File: src/design/rhr_pkg.sv
`timescale 1ns / 1ps
// ----------------------------------------------------------------------------
// rhr_pkg
// types and fixed field widths of the refcounted handle registry
// ----------------------------------------------------------------------------
package rhr_pkg;

    localparam int MODE_W      = 2;
    localparam int DEVICE_W    = 6;
    localparam int SLOT_IDX_W  = 4;
    localparam int STATUS_W    = 3;
    localparam int LIVE_W      = 5;
    localparam int IN_TDATA_W  = 16;
    localparam int OUT_TDATA_W = 24;

    typedef enum logic [MODE_W-1:0] {
        MODE_REGISTER   = 2'd0,
        MODE_UNREGISTER = 2'd1,
        MODE_GET        = 2'd2,
        MODE_PUT        = 2'd3
    } t_mode;

    typedef enum logic [STATUS_W-1:0] {
        STAT_OK       = 3'd0,
        STAT_NODEV    = 3'd1,
        STAT_INUSE    = 3'd2,
        STAT_FULL     = 3'd3,
        STAT_NOTFOUND = 3'd4,
        STAT_REFUSED  = 3'd5
    } t_status;

    typedef enum logic [3:0] {
        ST_CLEAR,
        ST_IDLE,
        ST_SCAN,
        ST_REG_CHK,
        ST_UNREG_WR,
        ST_UNREG_REF,
        ST_TRIM,
        ST_GET_CHK,
        ST_GET_REF,
        ST_PUT_CHK,
        ST_EMIT
    } t_state;

    // write-back kinds for the per-identity record
    typedef enum logic [2:0] {
        REF_CLEAR,
        REF_CLAIM,
        REF_TAKE,
        REF_DROP,
        REF_RETIRE
    } t_ref_op;

    typedef struct packed {
        logic    rd;
        logic    wr;
        t_ref_op op;
    } t_ref_cmd;

    typedef struct packed {
        logic busy;
        logic at_max;
        logic put_refused;
        logic last_ref;
    } t_ref_stat;

endpackage

File: src/design/refcounted_handle_registry_unit.sv
`timescale 1ns / 1ps
// ----------------------------------------------------------------------------
// refcounted_handle_registry_unit
// slot table of device identities with a reference count per identity
// ----------------------------------------------------------------------------
// register: a slot scan reading one slot per cycle up to the limit, then the claim;
// unregister: a slot scan, the free, then a trim of each trailing empty slot;
// get: slot read, then reference take; put: one record update; bad device: straight out.
// one transaction in flight; the next is taken the cycle after the result is
// loaded into the output register. the slot memory read port sets the scan rate.
// reset: a clearing pass over every slot and identity record with tready low.
module refcounted_handle_registry_unit #(
    parameter int SLOTS       = 16,
    parameter int IDENTITIES  = 64,
    parameter int COUNT_WIDTH = 32
) (
    input  logic                               i_clk,
    input  logic                               i_rst_n,
    input  logic                               i_s_axis_tvalid,
    output logic                               o_s_axis_tready,
    // device [5:0], slot_index [9:6], zero fill
    input  logic [rhr_pkg::IN_TDATA_W-1:0]     i_s_axis_tdata,
    // mode [1:0]
    input  logic [rhr_pkg::MODE_W-1:0]         i_s_axis_tuser,
    output logic                               o_m_axis_tvalid,
    input  logic                               i_m_axis_tready,
    // status [2:0], device_out [8:3], slot_out [12:9], release_res [13],
    // live_count [18:14], index_limit [23:19]
    output logic [rhr_pkg::OUT_TDATA_W-1:0]    o_m_axis_tdata
);

    localparam int SAW   = (SLOTS > 1) ? $clog2(SLOTS) : 1;
    localparam int IAW   = $clog2(IDENTITIES);
    localparam int LW    = $clog2(SLOTS + 1);
    localparam int CLR_N = (SLOTS > IDENTITIES) ? SLOTS : IDENTITIES;
    localparam int CW    = $clog2(CLR_N);

    // control state
    rhr_pkg::t_state r_state, n_state;
    logic [LW-1:0]   r_limit, n_limit;
    logic [LW-1:0]   r_live, n_live;
    logic [CW-1:0]   r_clr, n_clr;
    logic            r_out_valid, n_out_valid;
    logic            r_q_v;

    // payload
    rhr_pkg::t_mode   r_mode, n_mode;
    logic [IAW-1:0]   r_dev, n_dev;
    logic [LW-1:0]    r_ptr, n_ptr;
    logic             r_vac_ok, n_vac_ok;
    logic [SAW-1:0]   r_vac, n_vac;
    logic [SAW-1:0]   r_hit, n_hit;
    rhr_pkg::t_status r_res_status, n_res_status;
    logic [rhr_pkg::DEVICE_W-1:0]   r_res_dev, n_res_dev;
    logic [rhr_pkg::SLOT_IDX_W-1:0] r_res_slot, n_res_slot;
    logic             r_res_rel, n_res_rel;
    logic [rhr_pkg::OUT_TDATA_W-1:0] r_out_data, n_out_data;

    // slot memory
    logic [IAW-1:0] mem_slot [SLOTS];
    logic [IAW-1:0] r_slot_q;
    logic [SAW-1:0] r_q_idx;
    logic           slot_we, slot_re;
    logic [SAW-1:0] slot_wa, slot_ra;
    logic [IAW-1:0] slot_wd;

    // identity record store
    rhr_pkg::t_ref_cmd  ref_cmd;
    rhr_pkg::t_ref_stat ref_stat;
    logic [IAW-1:0]     ref_addr;

    // input decode
    rhr_pkg::t_mode                 in_mode;
    logic [rhr_pkg::DEVICE_W-1:0]   in_dev;
    logic [rhr_pkg::SLOT_IDX_W-1:0] in_idx;
    logic in_acc, in_dev_bad, get_in_range, out_free;
    logic scan_hit, scan_vac, scan_end, trim_more;

    assign in_mode      = rhr_pkg::t_mode'(i_s_axis_tuser);
    assign in_dev       = i_s_axis_tdata[5:0];
    assign in_idx       = i_s_axis_tdata[9:6];
    assign in_dev_bad   = (in_dev == '0) || (32'(in_dev) >= IDENTITIES);
    assign get_in_range = 32'(in_idx) < 32'(r_limit);

    assign o_s_axis_tready = (r_state == rhr_pkg::ST_IDLE);
    assign in_acc          = i_s_axis_tvalid && o_s_axis_tready;
    assign out_free        = !r_out_valid || i_m_axis_tready;
    assign o_m_axis_tvalid = r_out_valid;
    assign o_m_axis_tdata  = r_out_data;

    assign scan_hit  = r_q_v && (r_slot_q == r_dev);
    assign scan_vac  = r_q_v && (r_slot_q == '0) && !r_vac_ok;
    assign scan_end  = !r_q_v && (r_ptr == r_limit);
    assign trim_more = (r_slot_q == '0) && (r_limit != LW'(1));

    rhr_ref_table #(
        .IDENTITIES  (IDENTITIES),
        .COUNT_WIDTH (COUNT_WIDTH)
    ) u_ref_table (
        .i_clk  (i_clk),
        .i_addr (ref_addr),
        .i_cmd  (ref_cmd),
        .o_stat (ref_stat)
    );

    // next state
    always_comb begin
        n_state = r_state;
        unique case (r_state)
            rhr_pkg::ST_CLEAR: begin
                if (r_clr == CW'(CLR_N - 1)) n_state = rhr_pkg::ST_IDLE;
            end
            rhr_pkg::ST_IDLE: begin
                if (in_acc) begin
                    if (in_mode == rhr_pkg::MODE_GET) begin
                        n_state = get_in_range ? rhr_pkg::ST_GET_CHK : rhr_pkg::ST_EMIT;
                    end else if (in_dev_bad) begin
                        n_state = rhr_pkg::ST_EMIT;
                    end else if (in_mode == rhr_pkg::MODE_PUT) begin
                        n_state = rhr_pkg::ST_PUT_CHK;
                    end else begin
                        n_state = rhr_pkg::ST_SCAN;
                    end
                end
            end
            rhr_pkg::ST_SCAN: begin
                if (scan_hit) begin
                    n_state = (r_mode == rhr_pkg::MODE_REGISTER) ? rhr_pkg::ST_EMIT
                                                                 : rhr_pkg::ST_UNREG_WR;
                end else if (scan_end) begin
                    n_state = (r_mode == rhr_pkg::MODE_REGISTER) ? rhr_pkg::ST_REG_CHK
                                                                 : rhr_pkg::ST_EMIT;
                end
            end
            rhr_pkg::ST_REG_CHK:   n_state = rhr_pkg::ST_EMIT;
            rhr_pkg::ST_UNREG_WR:  n_state = rhr_pkg::ST_UNREG_REF;
            rhr_pkg::ST_UNREG_REF: n_state = rhr_pkg::ST_TRIM;
            rhr_pkg::ST_TRIM: begin
                if (!trim_more) n_state = rhr_pkg::ST_EMIT;
            end
            rhr_pkg::ST_GET_CHK: begin
                n_state = (r_slot_q == '0) ? rhr_pkg::ST_EMIT : rhr_pkg::ST_GET_REF;
            end
            rhr_pkg::ST_GET_REF:   n_state = rhr_pkg::ST_EMIT;
            rhr_pkg::ST_PUT_CHK:   n_state = rhr_pkg::ST_EMIT;
            rhr_pkg::ST_EMIT: begin
                if (out_free) n_state = rhr_pkg::ST_IDLE;
            end
            default: n_state = rhr_pkg::ST_IDLE;
        endcase
    end

    // datapath and memory control
    always_comb begin
        n_limit      = r_limit;
        n_live       = r_live;
        n_clr        = r_clr;
        n_mode       = r_mode;
        n_dev        = r_dev;
        n_ptr        = r_ptr;
        n_vac_ok     = r_vac_ok;
        n_vac        = r_vac;
        n_hit        = r_hit;
        n_res_status = r_res_status;
        n_res_dev    = r_res_dev;
        n_res_slot   = r_res_slot;
        n_res_rel    = r_res_rel;
        n_out_valid  = r_out_valid && !i_m_axis_tready;
        n_out_data   = r_out_data;
        slot_we      = 1'b0;
        slot_wa      = '0;
        slot_wd      = '0;
        slot_re      = 1'b0;
        slot_ra      = '0;
        ref_cmd      = '{rd: 1'b0, wr: 1'b0, op: rhr_pkg::REF_CLEAR};
        ref_addr     = r_dev;

        unique case (r_state)
            rhr_pkg::ST_CLEAR: begin
                slot_we    = (32'(r_clr) < SLOTS);
                slot_wa    = SAW'(r_clr);
                ref_addr   = IAW'(r_clr);
                ref_cmd.wr = (32'(r_clr) < IDENTITIES);
                n_clr      = r_clr + CW'(1);
            end
            rhr_pkg::ST_IDLE: begin
                if (in_acc) begin
                    n_mode       = in_mode;
                    n_dev        = IAW'(in_dev);
                    n_ptr        = '0;
                    n_vac_ok     = 1'b0;
                    n_res_status = rhr_pkg::STAT_OK;
                    n_res_dev    = '0;
                    n_res_slot   = '0;
                    n_res_rel    = 1'b0;
                    if (in_mode == rhr_pkg::MODE_GET) begin
                        if (get_in_range) begin
                            slot_re = 1'b1;
                            slot_ra = SAW'(in_idx);
                        end else begin
                            n_res_status = rhr_pkg::STAT_NOTFOUND;
                        end
                    end else if (in_dev_bad) begin
                        n_res_status = rhr_pkg::STAT_NODEV;
                    end else if (in_mode == rhr_pkg::MODE_PUT) begin
                        ref_cmd.rd = 1'b1;
                        ref_addr   = IAW'(in_dev);
                    end
                end
            end
            rhr_pkg::ST_SCAN: begin
                // one slot read issued per cycle, checked the cycle after
                if (r_ptr != r_limit) begin
                    slot_re = 1'b1;
                    slot_ra = SAW'(r_ptr);
                    n_ptr   = r_ptr + LW'(1);
                end
                if (scan_hit) begin
                    if (r_mode == rhr_pkg::MODE_REGISTER) begin
                        n_res_status = rhr_pkg::STAT_INUSE;
                    end else begin
                        n_hit = r_q_idx;
                    end
                end else begin
                    if (scan_vac) begin
                        n_vac_ok = 1'b1;
                        n_vac    = r_q_idx;
                    end
                    if (scan_end) begin
                        if (r_mode == rhr_pkg::MODE_REGISTER) begin
                            ref_cmd.rd = 1'b1;
                        end else begin
                            n_res_status = rhr_pkg::STAT_NOTFOUND;
                        end
                    end
                end
            end
            rhr_pkg::ST_REG_CHK: begin
                if (ref_stat.busy) begin
                    n_res_status = rhr_pkg::STAT_INUSE;
                end else if (!r_vac_ok && (32'(r_limit) == SLOTS)) begin
                    n_res_status = rhr_pkg::STAT_FULL;
                end else begin
                    slot_we    = 1'b1;
                    slot_wa    = r_vac_ok ? r_vac : SAW'(r_limit);
                    slot_wd    = r_dev;
                    if (!r_vac_ok) n_limit = r_limit + LW'(1);
                    n_live     = r_live + LW'(1);
                    ref_cmd.wr = 1'b1;
                    ref_cmd.op = rhr_pkg::REF_CLAIM;
                    n_res_slot = rhr_pkg::SLOT_IDX_W'(slot_wa);
                end
            end
            rhr_pkg::ST_UNREG_WR: begin
                slot_we    = 1'b1;
                slot_wa    = r_hit;
                if (r_live != '0) n_live = r_live - LW'(1);
                ref_cmd.rd = 1'b1;
                n_res_slot = rhr_pkg::SLOT_IDX_W'(r_hit);
            end
            rhr_pkg::ST_UNREG_REF: begin
                ref_cmd.wr = 1'b1;
                ref_cmd.op = rhr_pkg::REF_RETIRE;
                n_res_rel  = ref_stat.last_ref;
                // top used slot, seen after the free above has landed
                slot_re    = 1'b1;
                slot_ra    = SAW'(r_limit - LW'(1));
            end
            rhr_pkg::ST_TRIM: begin
                if (r_slot_q == '0) begin
                    n_limit = r_limit - LW'(1);
                    if (trim_more) begin
                        slot_re = 1'b1;
                        slot_ra = SAW'(r_limit - LW'(2));
                    end
                end
            end
            rhr_pkg::ST_GET_CHK: begin
                if (r_slot_q == '0) begin
                    n_res_status = rhr_pkg::STAT_NOTFOUND;
                end else begin
                    n_dev      = r_slot_q;
                    ref_cmd.rd = 1'b1;
                    ref_addr   = r_slot_q;
                end
            end
            rhr_pkg::ST_GET_REF: begin
                if (ref_stat.at_max) begin
                    n_res_status = rhr_pkg::STAT_REFUSED;
                end else begin
                    ref_cmd.wr = 1'b1;
                    ref_cmd.op = rhr_pkg::REF_TAKE;
                    n_res_dev  = rhr_pkg::DEVICE_W'(r_dev);
                end
            end
            rhr_pkg::ST_PUT_CHK: begin
                if (ref_stat.put_refused) begin
                    n_res_status = rhr_pkg::STAT_REFUSED;
                end else begin
                    ref_cmd.wr = 1'b1;
                    ref_cmd.op = rhr_pkg::REF_DROP;
                    n_res_rel  = ref_stat.last_ref;
                end
            end
            rhr_pkg::ST_EMIT: begin
                if (out_free) begin
                    n_out_valid = 1'b1;
                    n_out_data  = {rhr_pkg::LIVE_W'(r_limit), rhr_pkg::LIVE_W'(r_live),
                                   r_res_rel, r_res_slot, r_res_dev, r_res_status};
                end
            end
            default: begin
            end
        endcase
    end

    always_ff @(posedge i_clk) begin
        if (!i_rst_n) begin
            r_state     <= rhr_pkg::ST_CLEAR;
            r_limit     <= '0;
            r_live      <= '0;
            r_clr       <= '0;
            r_out_valid <= 1'b0;
            r_q_v       <= 1'b0;
        end else begin
            r_state     <= n_state;
            r_limit     <= n_limit;
            r_live      <= n_live;
            r_clr       <= n_clr;
            r_out_valid <= n_out_valid;
            r_q_v       <= slot_re;
        end
    end

    always_ff @(posedge i_clk) begin
        r_mode       <= n_mode;
        r_dev        <= n_dev;
        r_ptr        <= n_ptr;
        r_vac_ok     <= n_vac_ok;
        r_vac        <= n_vac;
        r_hit        <= n_hit;
        r_res_status <= n_res_status;
        r_res_dev    <= n_res_dev;
        r_res_slot   <= n_res_slot;
        r_res_rel    <= n_res_rel;
        r_out_data   <= n_out_data;
    end

    // slot owner memory, one write and one registered read per cycle
    always_ff @(posedge i_clk) begin
        if (slot_we) begin
            mem_slot[slot_wa] <= slot_wd;
        end
        if (slot_re) begin
            r_slot_q <= mem_slot[slot_ra];
            r_q_idx  <= slot_ra;
        end
    end

endmodule

File: src/design/rhr_ref_table.sv
`timescale 1ns / 1ps
// ----------------------------------------------------------------------------
// rhr_ref_table
// per-identity record store (registered mark + reference count) with a
// registered read port and read-modify-write update of the last read entry
// ----------------------------------------------------------------------------
module rhr_ref_table #(
    parameter int IDENTITIES  = 64,
    parameter int COUNT_WIDTH = 32
) (
    input  logic                          i_clk,
    input  logic [$clog2(IDENTITIES)-1:0] i_addr,
    input  rhr_pkg::t_ref_cmd             i_cmd,
    output rhr_pkg::t_ref_stat            o_stat
);

    logic [COUNT_WIDTH:0]   mem_rec [IDENTITIES];
    logic [COUNT_WIDTH:0]   r_q;
    logic [COUNT_WIDTH:0]   n_rec;
    logic [COUNT_WIDTH-1:0] q_count;
    logic                   q_reg;
    logic                   q_zero;
    logic                   q_one;

    assign q_count = r_q[COUNT_WIDTH-1:0];
    assign q_reg   = r_q[COUNT_WIDTH];
    assign q_zero  = (q_count == '0);
    assign q_one   = (q_count == COUNT_WIDTH'(1));

    assign o_stat.busy        = q_reg || !q_zero;
    assign o_stat.at_max      = &q_count;
    assign o_stat.put_refused = q_zero || (q_reg && q_one);
    assign o_stat.last_ref    = q_one;

    // new record from the entry read in the previous cycle
    always_comb begin
        case (i_cmd.op)
            rhr_pkg::REF_CLAIM:  n_rec = {1'b1, COUNT_WIDTH'(1)};
            rhr_pkg::REF_TAKE:   n_rec = {q_reg, q_count + COUNT_WIDTH'(1)};
            rhr_pkg::REF_DROP:   n_rec = {q_reg, q_count - COUNT_WIDTH'(1)};
            rhr_pkg::REF_RETIRE: n_rec = {1'b0, q_zero ? q_count : q_count - COUNT_WIDTH'(1)};
            default:             n_rec = '0;
        endcase
    end

    always_ff @(posedge i_clk) begin
        if (i_cmd.wr) begin
            mem_rec[i_addr] <= n_rec;
        end
        if (i_cmd.rd) begin
            r_q <= mem_rec[i_addr];
        end
    end

endmodule

File: config.mk
export PLATFORM = sky130hd
export DESIGN_NAME = refcounted_handle_registry_unit
export DESIGN_NICKNAME = d
export VERILOG_FILES = /design/src/design/rhr_pkg.sv /design/src/design/refcounted_handle_registry_unit.sv /design/src/design/rhr_ref_table.sv
export SDC_FILE = /design/constraint.sdc
export NUM_CORES = 2
export LEC_CHECK = 0
export BUFFER_PORTS_ARGS = -buffer_cell sky130_fd_sc_hd__buf_2
export CAP_MARGIN = 20
export CORE_ASPECT_RATIO = 0.7
export CORE_MARGIN = 3
export CORE_UTILIZATION = 40
export DETAILED_ROUTE_END_ITERATION = 7
export GPL_ROUTABILITY_DRIVEN = 1
export SETUP_SLACK_MARGIN = 0.2
export SYNTH_ARGS = -nofsm -noshare
export SYNTH_HDL_FRONTEND = slang
export SYNTH_SLANG_ARGS = --single-unit
export TNS_END_PERCENT = 10
File: constraint.sdc
create_clock -name i_clk -period 7.32 [get_ports i_clk]
set_input_delay 0.366 -clock i_clk [delete_from_list [all_inputs] [get_ports i_clk]]
set_output_delay 0.366 -clock i_clk [all_outputs]
set_load 0.01 [all_outputs]
# Word-level counts from Yosys, hierarchy flattened
# Memories as Yosys holds them, arrays and structs flattened. A register that Yosys moved wholly into a read port is not among the register bits.
# Cells that the tools add are included.
# Widths: inputs -> output; s select.
dict set report totals {
  mem_count 2
  input_bits 22
  register_bits 86
  ram_bits 2208
}
# name words width read_ports rd_ports_with_merged_regs write_ports line
set mem_list {}
lappend mem_list {u_ref_table.mem_rec 64 33 1 1 1 rhr_ref_table.sv:17} ;# logic [COUNT_WIDTH:0] mem_rec [IDENTITIES];
lappend mem_list {mem_slot 16 6 1 1 1 refcounted_handle_registry_unit.sv:60} ;# logic [IAW-1:0] mem_slot [SLOTS];
dict set report classes {
  add_sub_neg 9
  magnitude_cmp 2
  n_reduce_logical 48
  muxes 108
  bitwise 2
  eq_ne 44
}
# operator n
set ops {}
lappend ops {{$pmux 33 s4} 1}
lappend ops {{$mux 4} 28}
lappend ops {{$mux 6} 11}
lappend ops {{$mux 5} 9}
lappend ops {{$mux 3} 12}
lappend ops {{$pmux 4 s9} 1}
lappend ops {{$add 32x1->32 const B} 1}
lappend ops {{$eq 32x1->1 const B} 1}
lappend ops {{$logic_not 32->1} 1}
lappend ops {{$mux 32} 1}
lappend ops {{$ne 2x2->1 const B} 16}
lappend ops {{$reduce_and 32->1} 1}
lappend ops {{$sub 32x1->32 const B} 1}
lappend ops {{$pmux 5 s2} 3}
lappend ops {{$mux 1} 27}
lappend ops {{$pmux 4 s3} 2}
lappend ops {{$pmux 6 s2} 2}
lappend ops {{$pmux 3 s6} 1}
lappend ops {{$pmux 6 s3} 1}
lappend ops {{$eq 4x3->1 const B} 4}
lappend ops {{$pmux 4 s4} 1}
lappend ops {{$add 5x1->5 const B} 3}
lappend ops {{$reduce_and 3->1} 5}
lappend ops {{$eq 4x4->1 const B} 3}
lappend ops {{other kinds (41)} 77}

# Depth between registers and ports, before layout
dict set report depth {
  depth_word 7
  ltp_mapped 15
  ltp_nobuf 12
}

# Modules after synthesis
# From an unflattened synthesis, not the netlist that was laid out.
dict set report unflattened {
  cells_unflattened 5327
  area_unflattened_um2 93058.0
}
# mod seq_area_each_um2 area_per_inst_um2 cells_per_inst n_inst
set by_module_without_submodules {}
lappend by_module_without_submodules {rhr_ref_table 64411.8 83978.0 4568 1}
lappend by_module_without_submodules {refcounted_handle_registry_unit 5425.2 9080.0 759 1}

# Least setup slack after synthesis
# OpenSTA, ideal clock, no wires.
dict set report synth_path {
  path_type {register to register}
  startpoint {register u_ref_table.r_q[7], read port of u_ref_table.mem_rec}
  endpoint {memory u_ref_table.mem_rec[0][28] (netlist name) (data pin)}
  stages_incl_launch_ff 10
  setup_time_ns 0.702
  arrival_time_ns 4.642
  setup_slack_ns 1.977
  path_cell_list {edfxtp_1 clkbuf_1 nand3_1 or4_1 clkbuf_1 nor4_4 nand3_1 nor2_1 a32oi_1 o21ai_0}
}
dict set report synth_via {
  elab_chain_len 7
}
# element line
set synth_lines {}
lappend synth_lines {{start: declaration} rhr_ref_table.sv:18} ;# logic [COUNT_WIDTH:0] r_q;
lappend synth_lines {{branches (longest 6 deep; another with $sub 32x1->32)} -}
lappend synth_lines {{$pmux 33 s4 *} rhr_ref_table.sv:37} ;# case (i_cmd.op)
lappend synth_lines {{net u_ref_table.n_rec[28]} rhr_ref_table.sv:19} ;# logic [COUNT_WIDTH:0] n_rec;
lappend synth_lines {{end: declaration} rhr_ref_table.sv:17}
# Mark *: on every way through the listed nets, which the timed path passes.

# Worst setup path after layout
dict set report layout_path {
  startpoint {register r_state[2]}
  endpoint {register u_ref_table.r_q[5], read port of u_ref_table.mem_rec (data pin)}
}
dict set report layout_via {
  elab_chain_len 4
}
# element line
set layout_lines {}
lappend layout_lines {{start: declaration} refcounted_handle_registry_unit.sv:39} ;# rhr_pkg::t_state r_state, n_state;
lappend layout_lines {{start signal: assignment} refcounted_handle_registry_unit.sv:319} ;# r_state <= rhr_pkg::ST_CLEAR;
lappend layout_lines {{start signal: assignment} refcounted_handle_registry_unit.sv:326} ;# r_state <= n_state;
lappend layout_lines {{$eq 4x1->1} {refcounted_handle_registry_unit.sv:85, refcounted_handle_registry_unit.sv:178}}
lappend layout_lines {{$logic_and 1x1->1} refcounted_handle_registry_unit.sv:86} ;# assign in_acc = i_s_axis_tvalid && o_s_axis_tready;
lappend layout_lines {{$mux 1 / $mux 6 (equally long branches)} refcounted_handle_registry_unit.sv:187} ;# if (in_acc) begin
lappend layout_lines {{$pmux 1 s4 / $pmux 6 s3 (equally long branches)} refcounted_handle_registry_unit.sv:178} ;# unique case (r_state)
# Parallel ways exist; a longest one is shown, timed or not.
# A chain may end at the register's enable or synchronous reset.

==> flow_summary.toml <==
[cts]
postCtsHoldBufs = 10
clk_pin_slew_ns = 0.07
htreeDepth = 4
root_buffer = "clkbuf_16"
cts_resized = 0
numCtsBuffers = 212
clkLatencyLatePin_ns = 0.87
cts_buffer_depth = 4
clkSinkCount = 2333
cts_tree = "built"
post_cts_buffers = 0

[global_routing]
met1_usage_pct = 31.5
grt_util_met3_pct = 6.88
grt_pass1_vias = 46900
grt_max_degree = 77
grt_use_met2_pct = 29.3
busiest_layer = "met1"
grt_usage_pct = 20.8
antenna_found_initial = 15
grt_pass1_wl_microns = 352000
grt_overflow = 0

[floorplan]
initial_core_util_pct = 40.5
die_x_microns = 579
dieArea_sq_mm = 0.236
rows = 146
die_h_microns = 407
core_sq_mm = 0.227
io_pins = 48

[power_and_ir_drop]
swShare_pct = 20.6
clkPwrFrac_pct = 41.2
cellPowerDensity_mw_per_mm2 = 255
p_sw_mw = 5.49
internal_power_mw = 21.2
power_leakage_nw = 34.0
pwr-share-comb_pct = 4.2
pwr-share-seq_pct = 54.6
p_total_mw = 26.7
ir_drop_mv = 0.192

[cells_and_area]
area_growth_pct = 13.6
nNetsFinal = 5004
drive_above_1_share_pct = 23.2
fin_util_pct = 45.9
mostFrequentLayoutCell = "edfxtp_1"
register_area_sq_mm = 0.0698
fin_cells = 8168
fill_cells = 19100
finalInstanceArea_sq_mm = 0.104
multi_input_area_sq_mm = 0.0217
final_cell_mix = "edfxtp_1, mux4_2, nand2_1"

[timing]
period_share_pct = 83.2
tightest_slew_ns = 1.14
period_minus_slack_ns = 6.09
timing_hold_violations_final = 0
fin_skew_ns = 0.0447
setup_viol = 0
clock.fmax_mhz = 164
rsz0062_at_grt = "false"
tns_ns = 0
drv_slew = 0
slew_headroom_pct = 24.0

[setup_path]
r2r-end = "u_ref_table.r_q[5]"
endpoint = "u_ref_table.r_q[5]"
cp_slowest_cell = "nor4_1"
cp.arrival_ns = 6.62
crit_start = "r_state[2]"
worstSetupPathType = "reg2reg"
worstPathMaxFanout = 54
crit_buf_inv = 2
ff2ff_path_depth = 11
cp-end-kind = "flop"
cpPeakStageDelay_ns = 0.97
critPathMostFrequentCell = "o21ai_0"
required_ns = 7.85
path_cells = "nand4b_1, o21ai_0, a21boi_2, o21a_4, buf_12, buf_4, mux4_2, mux2i_1, o22ai_1, nor4_1, o21ai_0"
ff2ff_setup_slack_ns = 1.23
critical_path.top_delay_family = "compound AO/OA/AOI/OAI gates"
start_kind = "flop"
path_depth = 11
reg2reg_from = "r_state[2]"

[place]
dp_hpwl_microns = 143000
placed_cells = 7761
globalplace.congestion = 0.924
port_buffers = 41
dpl_cell_area_sq_mm = 0.0975

[flow_run]
maxCapViolCount = 0

[synthesis]
syn_nets = 4786
synthCells = 4742
yosysSeqAreaShare_pct = 75.9
synthArstFlopShare_pct = 0
synth_edf_count = 2311
synth_warnings = 0
synth_area_sq_mm = 0.0920
ys.flop_type = "edfxtp_1"
avgSynthCellArea_sq_um = 19.4
synth.distinct_cells = 75
ys_ff_latch = 2333

[route]
via_per_inst = 5.90
drtAntennaViolNets = 0
drc = 0
drt_pass1_iterations = 6
wire_per_inst_microns = 30.6
drt-initial-drc-count = 6344
routed_wl_microns = 250000
vias = 48200

[outcome]
status = "finished, final reports clean"

[worst_hold_path]
hold_path_class = "in2reg"
[stage by stage]
step,hold WS [ns],worst slack [ns]
finish,0.115,1.23
global route,0.104,0.800
CTS,0.0623,1.32
detailed placement,0.405,1.42
global placement,0.408,1.49
floorplan,0.400,1.98
[routing by layer]
metal | vias up | routed length (microns)
met3 | 319 | 28700
met5 | - | 27
li1 | 19900 | -
met1 | 25600 | 109000
met4 | 4 | 5020
met2 | 2280 | 108000
[worst min path at each step]
stage | from | end | cells after the start
2_1_floorplan | r_res_status[0] | o_m_axis_tdata[0] | 0
3_3_place_gp | r_res_slot[0] | o_m_axis_tdata[9] | 0
3_5_place_dp | r_res_slot[2] | o_m_axis_tdata[11] | 0
4_1_cts | i_s_axis_tdata[9] | r_q_idx[3] | 4
5_1_grt | i_s_axis_tvalid | r_res_rel | 3
6_report | i_s_axis_tdata[9] | r_q_idx[3] | 4
[cells by family (layout without fill, tap and decap cells)]
logic type	Yosys count	after routing	share of synthesized area [%]
flops	2333	2333	75.9
simple gates	793	793	3.87
mux	727	727	14.3
compound gates	533	533	3.76
buf+inv	299	685	1.51
xor+xnor	35	35	0.333
fa+ha+maj	22	22	0.307
other cells	0	6	0
[worst reg2reg max path, cell delays in order (launching register included)]
cell and delay [ns]:
dfxtp_1 0.90, nand4b_1 0.71, o21ai_0 0.38, a21boi_2 0.27, o21a_4 0.77, buf_12 0.46
buf_4 0.36, mux4_2 0.35, mux2i_1 0.16, o22ai_1 0.24, nor4_1 0.98, o21ai_0 0.22
[cell usage after synthesis (5+ instances only)]
| library cell | instances | area, sq um |
|---|---|---|
| buf_6 | 5 | 56.3 |
| inv_1 | 27 | 101 |
| dfxtp_1 | 22 | 440 |
| a22oi_1 | 10 | 75.1 |
| buf_2 | 144 | 721 |
| o22a_1 | 9 | 78.8 |
| clkbuf_1 | 94 | 353 |
| a31oi_1 | 19 | 119 |
| and2_1 | 19 | 119 |
| a211oi_1 | 19 | 143 |
| o221ai_1 | 6 | 52.6 |
| a221o_1 | 6 | 60.1 |
| nand2_1 | 301 | 1130 |
| ha_1 | 21 | 263 |
| nor2b_1 | 6 | 37.5 |
| or2_2 | 8 | 50.1 |
| a32oi_1 | 28 | 245 |
| and3_1 | 18 | 113 |
| nor4_1 | 40 | 250 |
| or4_1 | 10 | 75.1 |
| nand4_1 | 17 | 106 |
| or3_1 | 9 | 56.3 |
| xor2_1 | 17 | 149 |
| nand3_1 | 71 | 355 |
| xnor2_1 | 18 | 158 |
| mux2i_1 | 227 | 2270 |
| o22ai_1 | 100 | 626 |
| nor2_1 | 237 | 890 |
| buf_4 | 13 | 97.6 |
| nor3_1 | 34 | 170 |
| a21oi_1 | 151 | 756 |
| edfxtp_1 | 2311 | 69400 |
| a21o_1 | 10 | 75.1 |
| mux4_2 | 467 | 10500 |
| o31ai_1 | 8 | 60.1 |
| a221oi_1 | 45 | 394 |
| o211ai_1 | 10 | 75.1 |
| buf_1 | 14 | 52.6 |
| mux2_2 | 33 | 372 |
| a311oi_1 | 6 | 52.6 |
| o21ai_0 | 77 | 385 |
| nand2b_1 | 7 | 43.8 |
[state kept, by name, summed over array words and instances, names as in the netlist, 5 cells and up]
name and cells:
o_m_axis_tdata 24, r_limit 5, r_clr 6, u_ref_table.mem_rec 2112
r_dev 6, u_ref_table.r_q 33, mem_slot 96, r_res_dev 6
r_slot_q 6, r_ptr 5, r_live 5
[layout make-up]
class,count,share of cell area (%)
diodes,6,0.0144
well taps,3034,3.63
clock inverters,110,0.948
multi-input cells,2110,20.8
repair buffers,275,2.16
clock buffers,272,5.51
inverters,28,0.101
flip-flops and latches,2333,66.8
[power groups by stage]
stage	logic [mW]	registers [mW]	clock network (mW)
after floorplan	0.776	14.8	0
after global placement	1.11	14.8	0
after detailed placement	1.12	14.8	0
after CTS	1.12	14.6	11.2
after global routing	1.19	14.5	11.7
final	1.12	14.6	11.0
Power figures use the tool's default switching activity.
